`src/sv/assert_macros.svh`:
```
// Assertion macros used by the RTL of the conductivity block.
// Each macro expects signals named clk and arst_n in the module that uses it.
`ifndef ASSERT_MACROS_SVH
`define ASSERT_MACROS_SVH

// The expression holds at every clock edge outside reset.
`define ASSERT_ALWAYS(label, expr, msg) \
	label: assert property (@(posedge clk) disable iff (!arst_n) (expr)) \
		else $error(msg);

// When the first expression holds, the second holds in the same cycle.
`define ASSERT_IMPLIES(label, ante, cons, msg) \
	label: assert property (@(posedge clk) disable iff (!arst_n) (ante) |-> (cons)) \
		else $error(msg);

`endif

```
`src/sv/ctc_pkg.sv`:
```
// Types and constants for the temperature compensated conductivity converter.
// Used by conductivity_temp_compensation, ctc_result_checker and tb_top; depends on nothing else.
package ctc_pkg;

	localparam int NUM_SAMPLES_DEF = 20;
	localparam int ADC_SCALE_DEF   = 1024;

	localparam int CFG_DATA_W  = 16;
	localparam int CFG_INDEX_W = 1;

	localparam logic [CFG_INDEX_W-1:0] REG_FULL_SCALE = 1'd0;
	localparam logic [CFG_INDEX_W-1:0] REG_TEMP_SLOPE = 1'd1;

	localparam logic [12:0] FULL_SCALE_RST = 13'd5000;
	localparam logic [15:0] TEMP_SLOPE_RST = 16'd1212;

	// Coefficient is held times 2^20; 25.0 degrees is 400 sixteenths.
	localparam logic [28:0] COEF_ONE = 29'd1048576;
	localparam logic signed [12:0] TEMP_REF = 13'sd400;

	// Segment boundaries of the compensated voltage, Q8 (448 mV and 1457 mV).
	localparam logic [40:0] SEG_LOW_Q8  = 41'd114688;
	localparam logic [40:0] SEG_HIGH_Q8 = 41'd372992;

	// Gains and offsets of the three segments, Q8.
	localparam logic [10:0] GAIN_LOW  = 11'd1751;
	localparam logic [10:0] GAIN_MID  = 11'd1787;
	localparam logic [10:0] GAIN_HIGH = 11'd1357;
	localparam logic signed [20:0] OFFS_LOW  = -21'sd16466;
	localparam logic signed [20:0] OFFS_MID  = -21'sd32512;
	localparam logic signed [20:0] OFFS_HIGH = 21'sd583168;

	localparam logic [12:0] MV_MAX = 13'd8191;
	localparam logic [32:0] V8_MAX = 33'h1_0000_0000;
	localparam logic signed [16:0] EC_MAX = 17'sd65535;

	typedef struct packed {
		logic [9:0]         adc_sample;
		logic signed [11:0] temp_raw;
	} in_word_t;

	typedef struct packed {
		logic signed [16:0] ec_micro_siemens;
		logic [12:0]        avg_millivolts;
		logic signed [11:0] temp_out;
		logic               coef_error;
	} out_word_t;

endpackage

```
`src/sv/conductivity_temp_compensation.sv`:
```
// Temperature compensated conductivity converter: batch average, millivolt
// conversion, division by the temperature coefficient and the EC law.
// Depends on ctc_pkg and assert_macros.svh.
//
//   port group   dir  handshake            word
//   in_*         in   in_valid / in_stall  ctc_pkg::in_word_t
//   out_*        out  out_valid / out_stall ctc_pkg::out_word_t
//   cfg_*        in   cfg_we               cfg_index, cfg_data
//
// A sample that does not close a batch is added to the batch sum and count.
// The sample that closes a batch starts a 15-step, a 28-step and a 41-step division
// on one shared restoring divider, plus three steps on one shared multiplier; the
// last division and multiplier step are skipped when the coefficient is not positive.
// Input is stalled during that work and while a finished word waits.
// Reset clears the batch sum, the count and the registers to their defaults.
`include "assert_macros.svh"

module conductivity_temp_compensation #(
	parameter int NUM_SAMPLES = ctc_pkg::NUM_SAMPLES_DEF,
	parameter int ADC_SCALE   = ctc_pkg::ADC_SCALE_DEF
) (
	input  logic                                clk,
	input  logic                                arst_n,
	input  logic                                in_valid,
	output logic                                in_stall,
	input  ctc_pkg::in_word_t                   in_data,
	output logic                                out_valid,
	input  logic                                out_stall,
	output ctc_pkg::out_word_t                  out_data,
	input  logic                                cfg_we,
	input  logic [ctc_pkg::CFG_INDEX_W-1:0]     cfg_index,
	input  logic [ctc_pkg::CFG_DATA_W-1:0]      cfg_data
);

	localparam logic [4:0]  CNT_HIT  = 5'(NUM_SAMPLES % 32);
	localparam logic [26:0] DIV_NUM  = 27'(NUM_SAMPLES);
	localparam logic [26:0] DIV_ADC  = 27'(ADC_SCALE);

	localparam logic [3:0] S_IDLE   = 4'd0;
	localparam logic [3:0] S_AVG    = 4'd1;
	localparam logic [3:0] S_MV_MUL = 4'd2;
	localparam logic [3:0] S_MV_DIV = 4'd3;
	localparam logic [3:0] S_COEF   = 4'd4;
	localparam logic [3:0] S_CHK    = 4'd5;
	localparam logic [3:0] S_V8     = 4'd6;
	localparam logic [3:0] S_SEG    = 4'd7;
	localparam logic [3:0] S_EC     = 4'd8;
	localparam logic [3:0] S_OUT    = 4'd9;

	logic [3:0]  state_q;
	logic [14:0] sum_q;
	logic [4:0]  cnt_q;
	logic [12:0] fs_q;
	logic [15:0] slope_q;
	logic signed [11:0] temp_q;
	logic [12:0] mv_q;
	logic signed [28:0] coef_q;
	logic        err_q;
	logic [32:0] v8_q;
	logic [10:0] gain_q;
	logic signed [20:0] offs_q;
	logic signed [51:0] acc_q;
	logic        out_valid_q;
	ctc_pkg::out_word_t out_q;

	// Shared restoring divider: dividend shifts out the top, quotient in the bottom.
	logic [40:0] dvd_q;
	logic [27:0] rem_q;
	logic [26:0] dsr_q;
	logic [5:0]  step_q;

	logic [27:0] div_shift;
	logic        div_ge;
	logic [27:0] div_rem;

	logic signed [33:0] mul_a;
	logic signed [16:0] mul_b;
	logic signed [50:0] mul_p;

	logic [14:0] sum_new;
	logic [4:0]  cnt_new;
	logic        in_acc;
	logic        out_free;
	logic signed [12:0] temp_rel;
	logic signed [35:0] ec_floor;
	logic signed [16:0] ec_val;
	logic        seg_low;
	logic        seg_mid;
	logic        rem_zero;

	assign in_stall  = (state_q != S_IDLE);
	assign in_acc    = in_valid && !in_stall;
	assign out_valid = out_valid_q;
	assign out_data  = out_q;
	assign out_free  = !out_valid_q || !out_stall;

	assign sum_new = sum_q + 15'(in_data.adc_sample);
	assign cnt_new = cnt_q + 5'd1;

	assign div_shift = {rem_q[26:0], dvd_q[40]};
	assign div_ge    = (div_shift >= {1'b0, dsr_q});
	assign div_rem   = div_ge ? (div_shift - {1'b0, dsr_q}) : div_shift;

	assign temp_rel = $signed({temp_q[11], temp_q}) - ctc_pkg::TEMP_REF;

	always_comb begin
		mul_a = '0;
		mul_b = '0;
		case (state_q)
			S_MV_MUL: begin
				mul_a = $signed({19'd0, dvd_q[14:0]});
				mul_b = $signed({4'd0, fs_q});
			end
			S_COEF: begin
				mul_a = $signed({18'd0, slope_q});
				mul_b = {{4{temp_rel[12]}}, temp_rel};
			end
			S_EC: begin
				mul_a = $signed({1'b0, v8_q});
				mul_b = $signed({6'd0, gain_q});
			end
			default: begin
				mul_a = '0;
				mul_b = '0;
			end
		endcase
	end

	assign mul_p = mul_a * mul_b;

	// The exact quotient is at or below a boundary when the integer part is
	// below it, or equal to it with nothing left over.
	assign rem_zero = (rem_q == 28'd0);
	assign seg_low  = (dvd_q < ctc_pkg::SEG_LOW_Q8) ||
		((dvd_q == ctc_pkg::SEG_LOW_Q8) && rem_zero);
	assign seg_mid  = (dvd_q < ctc_pkg::SEG_HIGH_Q8) ||
		((dvd_q == ctc_pkg::SEG_HIGH_Q8) && rem_zero);

	// An arithmetic shift of the sum is the floor of the division by 2^16.
	assign ec_floor = acc_q[51:16];
	assign ec_val   = err_q ? 17'sd0 :
		(ec_floor > 36'(ctc_pkg::EC_MAX)) ? ctc_pkg::EC_MAX : ec_floor[16:0];

	always_ff @(posedge clk or negedge arst_n) begin
		if (!arst_n) begin
			fs_q    <= ctc_pkg::FULL_SCALE_RST;
			slope_q <= ctc_pkg::TEMP_SLOPE_RST;
		end else if (cfg_we) begin
			case (cfg_index)
				ctc_pkg::REG_FULL_SCALE: fs_q    <= cfg_data[12:0];
				ctc_pkg::REG_TEMP_SLOPE: slope_q <= cfg_data[15:0];
				default: begin
				end
			endcase
		end
	end

	always_ff @(posedge clk or negedge arst_n) begin
		if (!arst_n) begin
			state_q     <= S_IDLE;
			sum_q       <= '0;
			cnt_q       <= '0;
			out_valid_q <= 1'b0;
		end else begin
			// A new word loaded in the same cycle keeps the output valid.
			if (out_valid_q && !out_stall && (state_q != S_OUT)) begin
				out_valid_q <= 1'b0;
			end
			case (state_q)
				S_IDLE: begin
					if (in_acc) begin
						if (cnt_new == CNT_HIT) begin
							sum_q   <= '0;
							cnt_q   <= '0;
							state_q <= S_AVG;
						end else begin
							sum_q <= sum_new;
							cnt_q <= cnt_new;
						end
					end
				end
				S_AVG: begin
					if (step_q == 6'd0) begin
						state_q <= S_MV_MUL;
					end
				end
				S_MV_MUL: state_q <= S_MV_DIV;
				S_MV_DIV: begin
					if (step_q == 6'd0) begin
						state_q <= S_COEF;
					end
				end
				S_COEF: state_q <= S_CHK;
				S_CHK: begin
					if (coef_q <= 29'sd0) begin
						state_q <= S_OUT;
					end else begin
						state_q <= S_V8;
					end
				end
				S_V8: begin
					if (step_q == 6'd0) begin
						state_q <= S_SEG;
					end
				end
				S_SEG: state_q <= S_EC;
				S_EC:  state_q <= S_OUT;
				S_OUT: begin
					if (out_free) begin
						out_valid_q <= 1'b1;
						state_q     <= S_IDLE;
					end
				end
				default: state_q <= S_IDLE;
			endcase
		end
	end

	always_ff @(posedge clk) begin
		case (state_q)
			S_IDLE: begin
				if (in_acc && (cnt_new == CNT_HIT)) begin
					temp_q <= in_data.temp_raw;
					dvd_q  <= {sum_new, 26'd0};
					rem_q  <= '0;
					dsr_q  <= DIV_NUM;
					step_q <= 6'd14;
				end
			end
			S_AVG, S_MV_DIV, S_V8: begin
				dvd_q  <= {dvd_q[39:0], div_ge};
				rem_q  <= div_rem;
				step_q <= step_q - 6'd1;
			end
			S_MV_MUL: begin
				dvd_q  <= {mul_p[27:0], 13'd0};
				rem_q  <= '0;
				dsr_q  <= DIV_ADC;
				step_q <= 6'd27;
			end
			S_COEF: begin
				mv_q   <= (dvd_q[27:13] != 15'd0) ? ctc_pkg::MV_MAX : dvd_q[12:0];
				coef_q <= mul_p[28:0] + $signed(ctc_pkg::COEF_ONE);
			end
			S_CHK: begin
				err_q  <= (coef_q <= 29'sd0);
				dvd_q  <= {mv_q, 28'd0};
				rem_q  <= '0;
				dsr_q  <= coef_q[26:0];
				step_q <= 6'd40;
			end
			S_SEG: begin
				v8_q <= (dvd_q > 41'(ctc_pkg::V8_MAX)) ? ctc_pkg::V8_MAX : dvd_q[32:0];
				if (seg_low) begin
					gain_q <= ctc_pkg::GAIN_LOW;
					offs_q <= ctc_pkg::OFFS_LOW;
				end else if (seg_mid) begin
					gain_q <= ctc_pkg::GAIN_MID;
					offs_q <= ctc_pkg::OFFS_MID;
				end else begin
					gain_q <= ctc_pkg::GAIN_HIGH;
					offs_q <= ctc_pkg::OFFS_HIGH;
				end
			end
			S_EC: begin
				acc_q <= {mul_p[50], mul_p} + {{23{offs_q[20]}}, offs_q, 8'd0};
			end
			S_OUT: begin
				if (out_free) begin
					out_q.ec_micro_siemens <= ec_val;
					out_q.avg_millivolts   <= mv_q;
					out_q.temp_out         <= temp_q;
					out_q.coef_error       <= err_q;
				end
			end
			default: begin
			end
		endcase
	end

	`ASSERT_ALWAYS(a_cnt_below_hit, (CNT_HIT == 5'd0) || (cnt_q < CNT_HIT),
		"batch count passed its limit")
	`ASSERT_IMPLIES(a_err_zero_ec, out_valid && out_data.coef_error,
		out_data.ec_micro_siemens == 17'sd0, "coefficient error with nonzero EC")
	`ASSERT_IMPLIES(a_out_loaded, (state_q == S_IDLE) && ($past(state_q) == S_OUT),
		out_valid_q, "finished word not presented")
	`ASSERT_IMPLIES(a_div_nonzero,
		(state_q == S_AVG) || (state_q == S_MV_DIV) || (state_q == S_V8),
		dsr_q != 27'd0, "divider runs with zero divisor")

endmodule

```
`config.mk`:
```
export PLATFORM = sky130hd
export DESIGN_NAME = conductivity_temp_compensation
export DESIGN_NICKNAME = d
export VERILOG_FILES = /design/src/sv/ctc_pkg.sv /design/src/sv/conductivity_temp_compensation.sv
export VERILOG_INCLUDE_DIRS = /design/src /design/src/sv
export SDC_FILE = /design/constraint.sdc
export NUM_CORES = 2
export LEC_CHECK = 0
export BUFFER_PORTS_ARGS = -buffer_cell sky130_fd_sc_hd__buf_2
export CORE_MARGIN = 4
export CORE_UTILIZATION = 45
export CTS_CLUSTER_SIZE = 16
export DETAILED_ROUTE_END_ITERATION = 8
export MAX_ROUTING_LAYER = met4
export PLACE_DENSITY = 0.66
export RECOVER_POWER = 100
export SLEW_MARGIN = 5
export SYNTH_ARGS = -nofsm -noshare
export SYNTH_HDL_FRONTEND = slang
export SYNTH_SLANG_ARGS = --single-unit
```
`constraint.sdc`:
```
create_clock -name clk -period 34 [get_ports clk]
set_input_delay 1.7 -clock clk [delete_from_list [all_inputs] [get_ports clk]]
set_output_delay 1.7 -clock clk [all_outputs]
set_load 0.1 [all_outputs]
```
After elaboration in Yosys (flattened, before gate mapping)
Cells that the tools add are included.
{ "word_totals": {"reg_bits": 371, "out_inout_bits": 45, "elab_cells": 117} }
{ "classes": {"addsub": 7, "mul": 1, "n_lt_le_gt_ge": 6, "eq_ne": 20, "n_mux": 27, "n_bitwise": 1, "n_reduce_logical": 32} }
{ "op_table": {"columns": ["op", "count"], "rows": [
  ["41-bit case mux with 4 select lines", 1],
  ["33-bit case mux with 3 select lines", 1],
  ["28-bit case mux with 3 select lines", 1],
  ["27-bit case mux with 3 select lines", 1],
  ["28-bit two-way mux", 2],
  ["51-bit by 29-bit adder with 52-bit output", 1],
  ["34-bit by 17-bit multiplier with 51-bit output", 1],
  ["17-bit case mux with 3 select lines", 1],
  ["41-bit by 17-bit equality test with 1-bit output (second input constant)", 1],
  ["41-bit by 19-bit equality test with 1-bit output (second input constant)", 1],
  ["41-bit by 33-bit > comparator with 1-bit output (second input constant)", 1],
  ["41-bit by 17-bit less-than comparator with 1-bit output (second input constant)", 1],
  ["41-bit by 19-bit less-than comparator with 1-bit output (second input constant)", 1],
  ["41-bit two-way mux", 1],
  ["4-bit case mux with 10 select lines", 1],
  ["36-bit by 17-bit > comparator with 1-bit output (second input constant)", 1],
  ["29-bit by 21-bit adder with 29-bit output (second input constant)", 1],
  ["29-bit by 1-bit less-or-equal comparator with 1-bit output (second input constant)", 1],
  ["28-bit by 27-bit >= comparator with 1-bit output", 1],
  ["28-bit logical NOT", 1],
  ["4-bit two-way mux", 7],
  ["28-bit by 27-bit subtractor with 28-bit output", 1],
  ["27-bit two-way mux", 1],
  ["6-bit case mux with 4 select lines", 1],
  ["31 further kinds", 63]
]} }

Depth between registers and ports, before layout
{ "logic_depth": {"depth_word": 6, "depth_mapped": 47, "depth_no_buf": 44} }

Worst setup path after synthesis
No wires, ideal clock.
{ "synth_timing": {"path_type": "reg2reg", "from": "register state_q[1]", "to": "register acc_q[47], data pin", "setup_ns": 0.266, "arrival_ns": 10.418, "required_time_ns": 33.734, "setup_slack_ns": 23.315, "path_stages_with_launch": 34, "n_path_buf": 4, "synth_period_minus_slack_ns": 10.685, "path_cell_list": "dfrtp_1 clkbuf_1 nor4b_1 clkbuf_1 buf_1 clkbuf_1 nand2_1 inv_1 nand2_1 fa_1 fa_1 fa_1 inv_1 fa_1 fa_1 fa_1 ha_1 a21oi_1 a21boi_0 a311o_1 a2bb2oi_1 nand2b_1 a21o_1 xor2_1 ha_1 a21o_1 a21o_1 o211a_1 or3_1 a31o_1 a211o_1 a21oi_1 o21bai_1 xor2_1"} }
{ "synth_between": {"elab_chain_len": 4, "word_cells_on_any_way": 7, "cone_classes": "add/sub (1); mul (1); eq/ne (3); mux (2)"} }
{ "synth_rtl": {"columns": ["item", "line", "text"], "rows": [
  ["start: declaration", "conductivity_temp_compensation.sv:50", "logic [3:0] state_q;"],
  ["start signal: assignment", "conductivity_temp_compensation.sv:160", "state_q <= S_IDLE;"],
  ["start signal: assignment", "conductivity_temp_compensation.sv:175", "state_q <= S_AVG;"],
  ["start signal: assignment", "conductivity_temp_compensation.sv:184", "state_q <= S_MV_MUL;"],
  ["4-bit equality test, or another cell as far along", "conductivity_temp_compensation.sv:109", "case (state_q)"],
  ["33-bit case mux with 3 select lines / 17-bit case mux with 3 select lines (equally long branches)", "conductivity_temp_compensation.sv:109", null],
  ["34-bit by 17-bit multiplier with 51-bit output (*)", "conductivity_temp_compensation.sv:129", "assign mul_p = mul_a * mul_b;"],
  ["51-bit by 29-bit adder with 52-bit output (*)", "conductivity_temp_compensation.sv:266", "acc_q <= {mul_p[50], mul_p} + {{23{offs_q[20]}}, offs_q, 8'd0};"],
  ["end signal: assignment", "conductivity_temp_compensation.sv:266", null],
  ["end: declaration", "conductivity_temp_compensation.sv:62", "logic signed [51:0] acc_q;"]
]} }
Every way passes the cells marked *; elsewhere a longest branch is shown, timed or not.
A chain may end at the register's enable or synchronous reset.

Worst setup path in the final report
{ "layout_timing": {"from": "register state_q[3]", "to": "register acc_q[50], data pin"} }
Same word-level chain as after synthesis.

==> results.sh <==
export IMPL_status="complete, but fails checks"
export IMPL_violations="capacitance limit, slew limit"
export IMPL_cp_data_required_time_ns=34.32
export IMPL_synth_seq_cells=329
export IMPL_p_clk_share_pct=14.1
export IMPL_ios=89
export IMPL_ctsLongestPathBuffers=3
export IMPL_leakagePower_uw=0.0176
export IMPL_timing_fmax_ghz=0.0678
export IMPL_drt_iter0_markers=2070
export IMPL_postCtsSetupRepairBufs=0
export IMPL_path_class="flip-flop to flip-flop"
export IMPL_drive_above_1_share_pct=4.88
export IMPL_routabilityCongestion=0.967
export IMPL_grt_use_met1_pct=32.0
export IMPL_critPathBufInv=7
export IMPL_async_reset_ff_share_pct=16.4
export IMPL_netlist_instances=3416
export IMPL_grt_max_degree=55
export IMPL_rows=100
export IMPL_cts_resized=0
export IMPL_dp_hpwl_microns=72800
export IMPL_postRouteAntennaNets=0
export IMPL_synth_top_family_by_area="adder cells"
export IMPL_tns_ns=0
export IMPL_arrival_ns=15.07
export IMPL_synth_compound_area_share_pct=9.77
export IMPL_synth_area_mux_share_pct=1.08
export IMPL_routedWlPerCell_microns=20.1
export IMPL_rsz0062_at_grt="no"
export IMPL_p_int_uw=1570
export IMPL_grt_util_all_layers_pct=24.0
export IMPL_io_buffers=88
export IMPL_ctsHtreeMaxLevel=2
export IMPL_antenna_found_initial=3
export IMPL_cp_max_fo=50
export IMPL_synthAdderAreaFrac_pct=35.9
export IMPL_period_share_pct=43.4
export IMPL_avgSynthCellArea_sq_um=9.94
export IMPL_clk_pin_slew_worst_paths_ns=0.06
export IMPL_final_nets=4283
export IMPL_cts_root_buf="clkbuf_16"
export IMPL_cp_startpoint="state_q[3]"
export IMPL_synth_edf_count=275
export IMPL_min_period_ns=14.75
export IMPL_relSlewSlack_pct=-135
export IMPL_setup_viol=0
export IMPL_power_switching_uw=1460
export IMPL_ys_seq_area_share_pct=28.4
export IMPL_design_area_sq_mm=0.0369
export IMPL_p_seq_share_pct=23.8
export IMPL_slowest_delay_ns=2.03
export IMPL_wl_microns=91300
export IMPL_hp_start="sum_q[0]"
export IMPL_slowest_stage="clkbuf_1"
export IMPL_cts_buffers_inserted=40
export IMPL_grt_busiest_layer="met2"
export IMPL_clk_latency_ns=0.60
export IMPL_cp_top_family="compound AO/OA/AOI/OAI gates"
export IMPL_synth_simple_area_share_pct=12.8
export IMPL_r2r_start="state_q[3]"
export IMPL_synth_ff_type="edfxtp_1"
export IMPL_critPathMostFrequentCell="fa_1"
export IMPL_start_kind="flip-flop"
export IMPL_vias=24500
export IMPL_area_growth_pct=8.63
export IMPL_powerDensity_mw_per_mm2=82.2
export IMPL_fp_dieArea_sq_mm=0.0799
export IMPL_via_per_inst=5.40
export IMPL_maxCapViolCount=11
export IMPL_dieHeight_microns=283
export IMPL_coreArea_sq_mm=0.0746
export IMPL_clock_sinks=329
export IMPL_hp_class="flip-flop to flip-flop"
export IMPL_dr_pass1_iters=6
export IMPL_worst_pin_slew_ns=3.53
export IMPL_cts_hold_fix_buffers=0
export IMPL_cts_tree="yes"
export IMPL_clock_skew_ns=0.0324
export IMPL_start_util_pct=45.5
export IMPL_grt_met3_usage_pct=3.03
export IMPL_post_dp_cell_area_sq_mm=0.0358
export IMPL_synth_area_sq_mm=0.0339
export IMPL_hold_viol_final=0
export IMPL_grt_ovfl_total=0
export IMPL_irDropWorstVdd_uv=79.9
export IMPL_end_kind="flip-flop"
export IMPL_drc=0
export IMPL_drv_slew=443
export IMPL_post_synth_xor_area_fraction_pct=3.51
export IMPL_grt_pass1_vias=25100
export IMPL_die_x_microns=283
export IMPL_grt_first_pass_wirelength_microns=144000
export IMPL_switching_share_pct=48.2
export IMPL_yosysUniqueCellTypes=83
export IMPL_grt_util_met2_pct=38.4
export IMPL_power_frac_comb_pct=62.0
export IMPL_synth_warnings=0
[kinds of logic (layout without fill, tap and decap cells)]
| logic type | Yosys count | in the layout |
|---|---|---|
| flip-flops | 329 | 329 |
| multiplexers | 33 | 33 |
| adder cells (fa/ha/maj) | 699 | 699 |
| buffers and inverters | 773 | 844 |
| XOR/XNOR | 135 | 135 |
| AND/OR/NAND/NOR | 952 | 952 |
| AO/OA/AOI/OAI | 493 | 493 |
| other | 2 | 85 |
[worst min-delay path: stages (launching register included)]
cell	delay, ns
dfrtp_1	0.35
nand2_1	0.05
nand2_1	0.05
[registers in the layout, summed over array words and instances (netlist names), 4 cells and up]
name / cells
step_q: 6
cnt_q: 5
offs_q: 4
state_q: 4
coef_q: 29
temp_q: 12
v8_q: 33
mv_q: 13
acc_q: 36
rem_q: 28
out_data: 43
sum_q: 15
dvd_q: 41
dsr_q: 27
slope_q: 16
fs_q: 13
[cell usage after synthesis, types with 51 or more instances]
master | count | area, sq um
a21oi_1 | 123 | 616
clkbuf_1 | 104 | 390
nand2_1 | 381 | 1430
fa_1 | 459 | 9190
nor2_1 | 252 | 946
inv_1 | 655 | 2460
o21ai_0 | 92 | 460
and2_1 | 82 | 513
edfxtp_1 | 275 | 8260
xor2_1 | 51 | 447
a21o_1 | 76 | 571
ha_1 | 240 | 3000
xnor2_1 | 83 | 727
[per-stage QoR]
step	power [uW]	std cells	setup WS (ns)	hold WS (ns)	utilization [%]
floorplan	2110	3498	23.32	0.424	-
global placement	2600	4467	22.16	0.457	48.0
finish	3030	4539	19.25	0.475	49.4
global route	3290	4538	18.40	0.505	49.4
CTS	3050	4538	21.97	0.482	49.7
detailed placement	2610	4467	22.02	0.469	48.0
[power by group through the flow]
stage / Sequential, uW / Clock [uW] / Combinational, uW
6_report: 722 / 429 / 1880
5_1_grt: 730 / 453 / 2100
4_1_cts: 714 / 436 / 1900
3_5_place_dp: 720 / 0 / 1890
3_3_place_gp: 720 / 0 / 1880
2_1_floorplan: 714 / 0 / 1390
[worst paths after layout]
kind | cells past startpoint | end | slack (ns)
max | 38 | acc_q[50] | 19.25
min | 2 | sum_q[0] | 0.48
max reg2reg | 38 | acc_q[50] | 19.25
min reg2reg | 2 | sum_q[0] | 0.48
max in group asynchronous | 2 | slope_q[12] | 29.58
min in group asynchronous | 2 | out_valid | 2.40
[cells in the final DEF (no fill, tap or decap), types with 47 or more instances in the layout]
master / instances
nand2_1: 381
inv_1: 654
o21ai_0: 95
clkbuf_1: 70
conb_1: 84
a21o_1: 76
and2_1: 47
a21oi_1: 123
nor2_1: 249
ha_1: 240
edfxtp_1: 275
xor2_1: 51
fa_1: 459
xnor2_1: 84
[per-layer routing]
metal  vias up  routed length, microns
met4         0                    3540
li1      11200                       -
met3       174                    6090
met2       855                   43600
met1     12200                   38000
met5         -                       0
[area by class of cell]
type,count,area [sq um]
Inverter,657,2470
Tap cell,969,1210
Sequential cell,329,9620
Clock inverter,20,224
Antenna cell,1,2.50
Timing Repair Buffer,116,536
Multi-Input combinational cell,2396,21700
Fill cell,7038,37700
Clock buffer,51,1070
Note: power is estimated with default switching activity, not from simulation.
